[src/sv/mfa_pkg.sv]
`timescale 1ns / 1ps
`default_nettype none
package mfa_pkg;

   // quotient bits kept by the divider, divider datapath width, tolerance width
   localparam int unsigned QW   = 33;
   localparam int unsigned DW   = 64;
   localparam int unsigned EpsW = 16;

   typedef logic signed [31:0] elem_type;

   localparam elem_type MaxElem = 32'sh7fff_ffff;
   localparam elem_type MinElem = 32'sh8000_0000;

   typedef enum logic [3:0] {
      CMD_ADD       = 4'd0,
      CMD_SUB       = 4'd1,
      CMD_MUL       = 4'd2,
      CMD_SCALE     = 4'd3,
      CMD_DIV       = 4'd4,
      CMD_NEGATE    = 4'd5,
      CMD_DET       = 4'd6,
      CMD_TRANSPOSE = 4'd7,
      CMD_INVERSE   = 4'd8,
      CMD_EQUAL     = 4'd9
   } cmd_type;

   typedef enum logic [1:0] {
      ST_OK   = 2'd0,
      ST_NEAR = 2'd1,
      ST_SAT  = 2'd2
   } status_type;

   // queued item: command, operands and the multiplier operand pairs
   typedef struct packed {
      cmd_type            cmd;
      elem_type [3:0]     a;
      elem_type [3:0]     b;
      elem_type [7:0]     mx;
      elem_type [7:0]     my;
   } item_type;

   // control that rides along with the divider lanes
   typedef struct packed {
      cmd_type            cmd;
      elem_type [3:0]     r;
      logic               sat;
      logic               eq;
      logic               near;
      logic [3:0]         neg;
      logic [3:0]         ovf;
      logic [DW-1:0]      d;
   } ctl_type;

   typedef struct packed {
      logic [DW-1:0]      rem;
      logic [QW-1:0]      q;
   } lane_type;

   typedef struct packed {
      elem_type           val;
      logic               sat;
   } sat_type;

   function automatic sat_type sat32(input logic signed [65:0] v);
      sat_type res;
      res.sat = (v[65:31] != {35{v[31]}});
      res.val = res.sat ? (v[65] ? MinElem : MaxElem) : elem_type'(v[31:0]);
      return res;
   endfunction

endpackage
`default_nettype wire

[src/sv/mfa_front.sv]
`timescale 1ns / 1ps
`default_nettype none
module mfa_front
   import mfa_pkg::*;
(
   input  wire logic           start,
   input  wire logic           queue_full,
   input  wire logic [3:0]     command,
   input  wire elem_type [3:0] a,
   input  wire elem_type [3:0] b,
   output logic                busy,
   output logic                push,
   output item_type            item
);

   cmd_type cmd;

   assign cmd  = cmd_type'(command);
   assign busy = queue_full;
   assign push = start & ~queue_full;

   // pick multiplier operand pairs for the back end
   always_comb begin
      item.cmd = cmd;
      item.a   = a;
      item.b   = b;
      item.mx  = '0;
      item.my  = '0;
      unique case (cmd) inside
         CMD_MUL: begin
            item.mx[0] = a[0]; item.my[0] = b[0];
            item.mx[1] = a[1]; item.my[1] = b[2];
            item.mx[2] = a[0]; item.my[2] = b[1];
            item.mx[3] = a[1]; item.my[3] = b[3];
            item.mx[4] = a[2]; item.my[4] = b[0];
            item.mx[5] = a[3]; item.my[5] = b[2];
            item.mx[6] = a[2]; item.my[6] = b[1];
            item.mx[7] = a[3]; item.my[7] = b[3];
         end
         CMD_SCALE: begin
            item.mx[0] = a[0]; item.my[0] = b[0];
            item.mx[2] = a[1]; item.my[2] = b[0];
            item.mx[4] = a[2]; item.my[4] = b[0];
            item.mx[6] = a[3]; item.my[6] = b[0];
         end
         CMD_DET, CMD_INVERSE: begin
            item.mx[0] = a[0]; item.my[0] = a[3];
            item.mx[1] = a[1]; item.my[1] = a[2];
         end
         default: begin
         end
      endcase
   end

endmodule
`default_nettype wire

[config.mk]
export PLATFORM = sky130hd
export DESIGN_NAME = mfa_front
export DESIGN_NICKNAME = d
export VERILOG_FILES = /design/src/sv/mfa_pkg.sv /design/src/sv/mfa_front.sv
export SDC_FILE = /design/constraint.sdc
export NUM_CORES = 1
export LEC_CHECK = 0
export BUFFER_PORTS_ARGS = -buffer_cell sky130_fd_sc_hd__buf_2
export CORE_AREA = 4 4 396 398
export DETAILED_ROUTE_END_ITERATION = 6
export DIE_AREA = 0 0 400 402
export SLEW_MARGIN = 10
export SYNTH_ARGS = -nofsm -noshare
export SYNTH_HDL_FRONTEND = slang
export SYNTH_SLANG_ARGS = --single-unit
[constraint.sdc]
create_clock -name vclk -period 2.38
set_input_delay 0 -clock vclk [all_inputs]
set_output_delay 0 -clock vclk [all_outputs]
set_load 0.02 [all_outputs]
==> results.toml <==
[die]
dieArea_um2 = 161000
ios = 1036
rows = 144
die_w_um = 400
dieHeight_um = 402
core_area_um2 = 153000
start_util_pct = 4.53

[grt]
first_global_vias = 9232
grt_overflow_total = 0
antenna_found_initial = 78
grt_pass1_wl_um = 127000
grt_max_degree = 57
track_usage_pct = 12.5

[logic_synthesis]
synth_area_leader_cell = "buf_4"
seq_area_frac_synth_pct = 0
synthCells = 1012
syn_nets = 1274
yosysWarningCount = 0
synth_area_um2 = 6950
synth.distinct_cells = 19
avgSynthCellArea_um2 = 6.87
yosys-top-cells-area = "buf_4, and2_1, mux2i_1, nor2_1, mux2_2"
synth_top_area_share_pct = 38.5

[timing]
final_max_slew_viol_count = 0
finalCritPeriodShare_pct = 77.6
setup_violations = 0
fin_tns_setup_ps = 0
finalCriticalPeriod_ps = 1850
hold_violations = 0
rsz0062_at_grt = "false"
clock.fmax_mhz = 542
maxSlewHeadroom_pct = 35.9
tightest_slew_ps = 935

[detailed_routing]
drc_errors = 0
vias_per_cell = 2.75
drt-pass1-iter-count = 5
drtIter0Drc = 1017
vias = 10243
detail_route.wl_per_cell_um = 29.2
ant_nets = 0
drt_wl_total_um = 109000

[power]
p_leak_nw = 7.07
power_density_nw_per_um2 = 216
ir_worst_vdd_v = 0.0000713

[worst_setup_path]
slowest_stage = "mux2i_1"
cpPeakStageDelay_ps = 830
cpLargestDelayFamily = "multiplexers"
worst-path-buf-inv = 3
cp-start-kind = "input port"
crit_path_end_kind = "output pin"
critical_path_class = "input port to output pin"
crit_chain = "buf_8 -> buf_12 -> mux2i_1 -> nor2_1 -> buf_2"
cp_max_fo = 56
arrival_ps = 1850
critPathRequiredTime_ps = 2380

[worst_hold_path]
hold_class = "input port to output pin"

[place]
routabilityCongestion = 0.942
place.port_buffers = 1036
post_dp_cell_area_um2 = 12100
hpwl_um = 101000

[layout]
fin_nets = 1914
seq_cell_count = 0
clkbuf_count = 0
final_cell_area_um2 = 12200
area_growth_pct = 75.5
drive_above_1_share_pct = 66.7
seq_area_um2 = 0

[clock_network]
cts_setup_buffers = 0
ctsResizeCount = 0
cts.hold.buffers_added = 0

[flow_run]
cap_violations = 0

[status]
status = "finished, final reports clean"
==> cells in the mapped netlist <==
library cell and n:
buf_2 31, o21a_1 1, nor3b_4 1, nor2b_1 35, clkbuf_1 25, a221oi_2 1
and2_1 224, a21o_1 32, inv_1 1, a22oi_1 32, buf_1 10, mux2i_1 96
buf_4 357, a22o_1 1, mux2_2 32, nand2_1 1, nor2_1 130, and3_1 1
nor3b_2 1
==> layout by cell type (no fill, tap or decap) <==
cell type | netlist | routed
buf_2 | 31 | 1033
and2_1 | 224 | 224
nor2_1 | 130 | 130
mux2i_1 | 96 | 96
nor2b_1 | 35 | 34
diode_2 | 0 | 32
mux2_2 | 32 | 32
a22oi_1 | 32 | 32
a21o_1 | 32 | 32
buf_4 | 357 | 15
buf_12 | 0 | 12
nor3b_4 | 1 | 2
inv_1 | 1 | 1
and3_4 | 0 | 1
nor2b_4 | 0 | 1
nand2_4 | 0 | 1
a22o_2 | 0 | 1
a221oi_4 | 0 | 1
o21a_1 | 1 | 1
buf_8 | 0 | 1
==> routing by layer <==
metal,GRT usage [%],wire (um)
met1,14.2,39900
met2,21.3,51300
met3,6.44,14900
met4,1.71,2180
met5,0,391
==> report_power, final <==
part | switching (W) | internal, W
sequential | 0 | 0
combinational | 0.00189 | 0.000751
clock | 0 | 0.00000000137
total | 0.00189 | 0.000751
==> metrics by stage <==
step	power [W]	std cells	hold slack, ps	worst slack, ps	util [%]
final	0.00264	3726	236	534	7.96
after global routing	0.00276	3699	245	460	7.91
after CTS	0.00270	3694	237	432	7.90
after detailed placement	0.00270	3694	238	434	7.90
after global placement	0.00268	3694	235	451	7.90
after floorplan	0.00148	1012	78.1	1050	-
==> path summary, 6_finish.rpt <==
path	endpoint	from	slack, ps	cells after the start
worst max-delay path	item[65]	command[0]	530	5
worst min-delay path	item[561]	b[49]	240	2
==> cells by family after synthesis <==
kind of cell	after synthesis	synth area share, %
AOI/OAI and AO/OA	67	7.36
muxes	128	19.0
and+or+nand+nor	393	30.9
buffers and inverters	424	42.7
==> final cells by class <==
cell class         count  area (um^2)
diodes                32         80.1
well taps           2044         2560
repair buffers      1061         5540
inverters              1         3.75
fillers            18138       141000
multi-input cells    588         4020
No activity file was read; power rests on OpenSTA's default activity.
