File: src/sv/mfa_pkg.sv
`timescale 1ns / 1ps
`default_nettype none
package mfa_pkg;

   // quotient bits kept by the divider, divider datapath width, tolerance width
   localparam int unsigned QW   = 33;
   localparam int unsigned DW   = 64;
   localparam int unsigned EpsW = 16;

   typedef logic signed [31:0] elem_type;

   localparam elem_type MaxElem = 32'sh7fff_ffff;
   localparam elem_type MinElem = 32'sh8000_0000;

   typedef enum logic [3:0] {
      CMD_ADD       = 4'd0,
      CMD_SUB       = 4'd1,
      CMD_MUL       = 4'd2,
      CMD_SCALE     = 4'd3,
      CMD_DIV       = 4'd4,
      CMD_NEGATE    = 4'd5,
      CMD_DET       = 4'd6,
      CMD_TRANSPOSE = 4'd7,
      CMD_INVERSE   = 4'd8,
      CMD_EQUAL     = 4'd9
   } cmd_type;

   typedef enum logic [1:0] {
      ST_OK   = 2'd0,
      ST_NEAR = 2'd1,
      ST_SAT  = 2'd2
   } status_type;

   // queued item: command, operands and the multiplier operand pairs
   typedef struct packed {
      cmd_type            cmd;
      elem_type [3:0]     a;
      elem_type [3:0]     b;
      elem_type [7:0]     mx;
      elem_type [7:0]     my;
   } item_type;

   // control that rides along with the divider lanes
   typedef struct packed {
      cmd_type            cmd;
      elem_type [3:0]     r;
      logic               sat;
      logic               eq;
      logic               near;
      logic [3:0]         neg;
      logic [3:0]         ovf;
      logic [DW-1:0]      d;
   } ctl_type;

   typedef struct packed {
      logic [DW-1:0]      rem;
      logic [QW-1:0]      q;
   } lane_type;

   typedef struct packed {
      elem_type           val;
      logic               sat;
   } sat_type;

   function automatic sat_type sat32(input logic signed [65:0] v);
      sat_type res;
      res.sat = (v[65:31] != {35{v[31]}});
      res.val = res.sat ? (v[65] ? MinElem : MaxElem) : elem_type'(v[31:0]);
      return res;
   endfunction

endpackage
`default_nettype wire

File: src/sv/mfa_queue.sv
`timescale 1ns / 1ps
`default_nettype none
module mfa_queue
   import mfa_pkg::*;
(
   input  wire logic     clock,
   input  wire logic     reset,
   input  wire logic     push,
   input  wire item_type item_in,
   input  wire logic     pop,
   output item_type      item_out,
   output logic          empty,
   output logic          full
);

   item_type   entry_ff [2];
   item_type   entry_in [2];
   logic       wr_ff, wr_in;
   logic       rd_ff, rd_in;
   logic [1:0] count_ff, count_in;
   logic       do_push, do_pop;

   assign empty    = (count_ff == 2'd0);
   assign full     = (count_ff == 2'd2);
   assign item_out = entry_ff[rd_ff];
   assign do_push  = push & ~full;
   assign do_pop   = pop & ~empty;

   always_comb begin
      entry_in        = entry_ff;
      if (do_push) begin
         entry_in[wr_ff] = item_in;
      end
      wr_in    = wr_ff ^ do_push;
      rd_in    = rd_ff ^ do_pop;
      count_in = count_ff + 2'(do_push) - 2'(do_pop);
   end

   always_ff @(posedge clock) begin
      entry_ff <= entry_in;
      if (reset) begin
         wr_ff    <= 1'b0;
         rd_ff    <= 1'b0;
         count_ff <= 2'd0;
      end else begin
         wr_ff    <= wr_in;
         rd_ff    <= rd_in;
         count_ff <= count_in;
      end
   end

endmodule
`default_nettype wire

File: config.mk
export PLATFORM = sky130hd
export DESIGN_NAME = mfa_queue
export DESIGN_NICKNAME = d
export VERILOG_FILES = /design/src/sv/mfa_pkg.sv /design/src/sv/mfa_queue.sv
export SDC_FILE = /design/constraint.sdc
export NUM_CORES = 1
export LEC_CHECK = 0
export ABC_AREA = 1
export BUFFER_PORTS_ARGS = -buffer_cell sky130_fd_sc_hd__buf_2
export CORE_AREA = 4 4 594 596
export CTS_BUF_LIST = sky130_fd_sc_hd__clkbuf_4 sky130_fd_sc_hd__clkbuf_8
export CTS_CLUSTER_DIAMETER = 200
export DETAILED_ROUTE_END_ITERATION = 12
export DIE_AREA = 0 0 598 600
export GPL_TIMING_DRIVEN = 0
export PLACE_DENSITY = 0.3
export SYNTH_ARGS = -nofsm -noshare
export SYNTH_HDL_FRONTEND = slang
export SYNTH_SLANG_ARGS = --single-unit
File: constraint.sdc
create_clock -name clock -period 36.1 [get_ports clock]
set_clock_uncertainty 0.2 [all_clocks]
set_input_delay 7.22 -clock clock [delete_from_list [all_inputs] [get_ports clock]]
set_output_delay 7.22 -clock clock [all_outputs]
set_load 0.1 [all_outputs]
==> results of run 1 <==
-- registers in the layout (all words and copies together), names as in the netlist --
register,flops
entry_ff,1544
count_ff,2
rd_ff,1
wr_ff,1
-- cells in the mapped netlist --
cell,count
edfxtp_1,1544
buf_6,85
nor2_1,8
o21ai_0,1
a21oi_1,1
dfxtp_1,4
nand2_1,5
mux2_2,772
nand3_1,2
buf_2,1
inv_1,10
ha_1,4
-- cell usage in the layout (no fill, tap or decap), types with 8 or more instances in the layout --
cell         n
buf_2     1550
edfxtp_1  1544
mux2_2     772
clkbuf_8   319
clkbuf_4   110
buf_6       85
clkinv_1    70
diode_2     43
buf_16      31
inv_1       10
clkinv_2     9
nor2_1       8
-- area by class of cell --
cell class / instances / area (um2)
tap: 4599 / 5754
timing repair buffer: 1582 / 8646
multi-input combinational: 793 / 8837
clock buffer: 429 / 5216
sequential: 1548 / 46440
inverter: 10 / 37.54
buffer: 86 / 962.2
clock inverter: 102 / 670.6
antenna: 43 / 107.6
fill: 37010 / 271400
-- logic make-up after synthesis --
logic type      after synthesis  share of synthesized area (%)
compound gates                2                        0.01778
fa+ha+maj                     4                        0.08897
buf+inv                      96                          1.777
flops                      1548                          82.56
mux                         772                          15.45
simple gates                 15                         0.1045
-- stage by stage --
stage	cell area (um2)	utilization, %	hold slack [ps]	power [mW]
floorplan	56260	-	332.1	5.402
global placement	69760	20.04	382.4	6.568
detailed placement	70680	20.31	397.3	6.035
CTS	76570	22.00	411.0	7.871
global route	76610	22.01	469.8	8.011
finish	76680	22.03	403.5	7.675
-- worst max-delay path, stage by stage (launching register included) --
cell and delay (ps):
dfxtp_1 320, buf_6 320, buf_2 660, mux2_2 440, buf_2 480
-- report_power, final --
group          leakage, nW  switching, mW  total (mW)  internal, mW
Clock                 3.10          0.797        1.76         0.966
Combinational         9.93           2.94        3.53         0.594
Sequential            14.5         0.0511        2.38          2.33
Total                 27.5           3.79        7.67          3.89
-- per-layer routing --
layer	wire [um]	global-route usage [%]	share of wire, %	vias to the layer above
li1	-	-	-	13700
met1	88270	13.60	35	15790
met2	124600	23.38	50	1542
met3	30300	7.576	12	801
met4	6863	3.222	2.7	180
met5	1162	0	0.46	-
-- worst max path at each step --
stage	startpoint	endpoint	slack, ps	cells after the start
after global routing	rd_ff	item_out[5]	25100	4
final	rd_ff	item_out[5]	25440	4
after CTS	rd_ff	item_out[8]	24950	4
after global placement	push	entry_ff[1328]	-7190	4
after floorplan	push	entry_ff[0]	9700	3
after detailed placement	push	entry_ff[553]	25710	8
==> reports/metrics.cfg, run 1 <==
[outcome]
outcome = finished clean

[sta]
rsz0062_at_grt = no
min_period_ps = 10660
hold_viol = 0
worst_slack_ps = 25440
worst_slew_pin_slew_ps = 894.8
min_period_over_period_pct = 29.53
drv_slew = 0
setup_tns_ps = 0
relSlewSlack_pct = 40.34
fmax_ghz = 0.09380
setup_violations = 0

[placed_design]
dp_hpwl_mm = 197.7
gp_congestion = 0.7702
io_buffers = 1549
dp.cells = 8618
post-place-ws_ps = 25710

[pwr]
p_per_area_nw_per_um2 = 100.1
max-vdd-ir-drop_v = 0.00006653
p_leak_nw = 27.49

[layout]
drive_gt1_share_pct = 63.80
fin_nets = 5113
areaGrowthSynthToFinish_pct = 36.30
stdcell_count = 9192

[clock_tree]
clock_sinks = 1548
hold_buffers = 0
path_clk_slew_ps = 50
cts_htree_levels = 5
cts-resized-gates = 0
post-cts-setup-buffers = 0
cts_tree = yes
clock_latency_ps = 960
cts_buffers = 312
ctsLongestPathBuffers = 4
cts_root_buffer = clkbuf_8

[detailed_routing]
dr.pass1.iters = 5
drtIter0Drc = 1336
antenna_left = 0
wire_per_inst_um = 27.33
routed_wirelength_mm = 251.2
vias_per_cell = 3.482
routed-via-count = 32010
drc_errors = 0

[min_path]
hp-class = reg -> reg
whs_path_depth = 3
min-delay-start = count_ff[1]
hold_end = count_ff[1]

[critical_path]
reg2reg_depth = 7
critPathArrivalTime_ps = 3240
reg2reg_setup_slack_ps = 32630
required_ps = 28680
crit_path_start_kind = register
crit_type = reg -> out
end_kind = primary output
r2r-end = entry_ff[561]
crit_fanout = 10
r2r-start = count_ff[0]

[yosys]
synth_area_leaders = edfxtp_1 82%, mux2_2 15%, buf_6 1.7%
yosysTopAreaCellShare_pct = 82.42
avgSynthCellArea_um2 = 23.08
synth-seq-cells = 1548
yosys.area.top_type = edfxtp_1
postSynthCellCount = 2437
synthesis.area_um2 = 56260
synth.yosys.seq_area_share_pct = 82.56
syn-num-nets = 3217
yosys_warnings = 0
ys_types = 12

[global_routing]
overflow = 0
grt_max_degree = 54
grt_pass1_wl_mm = 319.7
antenna_found_initial = 303
track_usage_pct = 13.31
grt_pass1_vias = 33770

[floorplanning]
ios = 1550
start_util_pct = 16.16
die_h_um = 600
core_um2 = 348100
dieWidth_um = 598
die-area_um2 = 358800
placementRows = 217

[run]
max-cap-violations = 0

Power figures use the tool's default switching activity.
==> inputs of run 2 (changes only) <==
clock period = 9.81 ns   (was 36.1 ns; I/O delays follow)
==> run 2 against run 1 <==
Effect of this change: clock power grew to 3.7 times the previous value; non-clock buffer count rose by 1; sequential power grew to 3.7 times the previous value; highest routed layer unchanged; wire length is 2.1% lower; combinational power grew to 3.7 times the previous value.
==> reports/metrics.cfg, run 2 (same netlist as run 1, synthesis figures left out) <==
[outcome]
outcome = finished clean

[clock_tree]
cts_htree_levels = 5
cts-resized-gates = 0
cts_tree = yes
path_clk_slew_ps = 50
ctsLongestPathBuffers = 4
cts_buffers = 315
clock_sinks = 1548
clock_latency_ps = 940
cts_root_buffer = clkbuf_8
hold_buffers = 0
post-cts-setup-buffers = 0

[detailed_routing]
wire_per_inst_um = 26.66
routed_wirelength_mm = 245.9
dr.pass1.iters = 5
routed-via-count = 32040
vias_per_cell = 3.474
drc_errors = 0
antenna_left = 0
drtIter0Drc = 1560

[critical_path]
cp_num_buf_inv = 4
crit_path_start_kind = register
r2r-end = entry_ff[707]
required_ps = 7650
slowest_delay_ps = 520
crit_fanout = 10
end_kind = primary output
crit_family = buffers and inverters
reg2reg_depth = 9
reg2reg_setup_slack_ps = 6380
crit_chain = buf_6 > buf_6 > buf_6 > mux2_2 > buf_2
r2r-start = count_ff[1]
cp_slowest_cell = buf_2
critPathMostFrequentCell = buf_6
crit_type = reg -> out
critPathArrivalTime_ps = 3040

[pwr]
p_per_area_nw_per_um2 = 367.6
p_leak_nw = 27.59
max-vdd-ir-drop_v = 0.0001622

[sta]
rsz0062_at_grt = no
relSlewSlack_pct = 49.31
hold_viol = 0
worst_slack_ps = 4609
min_period_ps = 5201
drv_slew = 0
fmax_ghz = 0.1923
worst_slew_pin_slew_ps = 765.6
setup_violations = 0
min_period_over_period_pct = 53.02

[floorplanning]
core_um2 = 348100
dieWidth_um = 598
ios = 1550
placementRows = 217
die-area_um2 = 358800
start_util_pct = 16.16
die_h_um = 600

[layout]
top_regs = entry_ff (1544), count_ff (2)
postLayoutCoreUtil_pct = 22.08
num-fill-cells = 36920
areaGrowthSynthToFinish_pct = 36.60
final_common_cell = buf_2
largest_register = entry_ff
layout_common_cells = 1550 x buf_2, 1544 x edfxtp_1, 772 x mux2_2
drive_gt1_share_pct = 64.20
largest_reg_flops = 1544
fin_nets = 5117

[placed_design]
post-place-ws_ps = 4579
dp_hpwl_mm = 191.4
gp_congestion = 0.7643
io_buffers = 1549

[global_routing]
overflow = 0
antenna_found_initial = 298
grt_pass1_wl_mm = 313.0
grt_max_degree = 54
grt_pass1_vias = 33550
track_usage_pct = 13.01

[min_path]
min-delay-start = count_ff[1]
whs_path_depth = 3
hold_end = count_ff[1]
hp-class = reg -> reg

[run]
max-cap-violations = 0

-- run 2: cell types whose count changed in the layout (fill, tap and decap cells not counted) --
cell and delta:
buf_16 -1, buf_12 +2, clkbuf_4 +14, clkinvlp_4 +2, inv_8 +1, clkinv_1 -11
diode_2 +11, clkinv_8 -1, inv_12 +1, clkinv_2 +14, bufinv_16 -1
-- run 2: where the power goes --
part	internal [mW]	switching, mW	total, mW
logic	2.19	10.7	12.9
clock network	3.60	2.98	6.58
registers	8.57	0.187	8.76
-- run 2: layout make-up --
type                            instances  area [um2]  area share (%)
Buffer                                 86       962.2           1.252
Clock buffer                          443        5321           6.925
Inverter                               10       37.54         0.04885
Tap cell                             4599        5754           7.488
Antenna cell                           54       135.1          0.1758
Sequential cell                      1548       46440           60.44
Clock inverter                        107       695.7          0.9053
Multi-Input combinational cell        793        8837           11.50
Timing Repair Buffer                 1583        8658           11.27
-- run 2: worst min-delay path: cells and delay by family, from the launching register on --
kind                   cells  cell delay, ps
flip-flops                 1             300
buffers and inverters      1             120
AND/OR/NAND/NOR            1              80
AO/OA/AOI/OAI              1              60
-- run 2: worst max path at each step --
stage	start	to	slack, ps	cells past startpoint
final	rd_ff	item_out[280]	4610	5
after global routing	rd_ff	item_out[280]	4250	5
after CTS	rd_ff	item_out[280]	4150	5
after detailed placement	push	entry_ff[637]	4580	9
after global placement	push	entry_ff[1376]	-12290	4
after floorplan	push	entry_ff[0]	-2750	3
-- run 2: per-stage QoR --
stage          instances  power (mW)  cell area (um2)  hold WS (ps)  setup TNS [ps]
6_report            9223       28.25            76850         396.1               0
5_1_grt             9180       29.47            76740         468.7               0
4_1_cts             9169       28.96            76710         394.2               0
3_5_place_dp        8619       22.12            70690         381.8               0
3_3_place_gp        8585       22.39            69770         394.8               -
2_1_floorplan       2437       19.32            56260         344.0        -4242970
-- run 2: routing by layer --
metal | track usage, % | up-vias | routed length [um]
li1 | - | 13760 | -
met5 | 0 | - | 1016
met3 | 7.626 | 786 | 31590
met1 | 13.03 | 15780 | 83530
met2 | 23.18 | 1547 | 123200
met4 | 2.754 | 166 | 6554
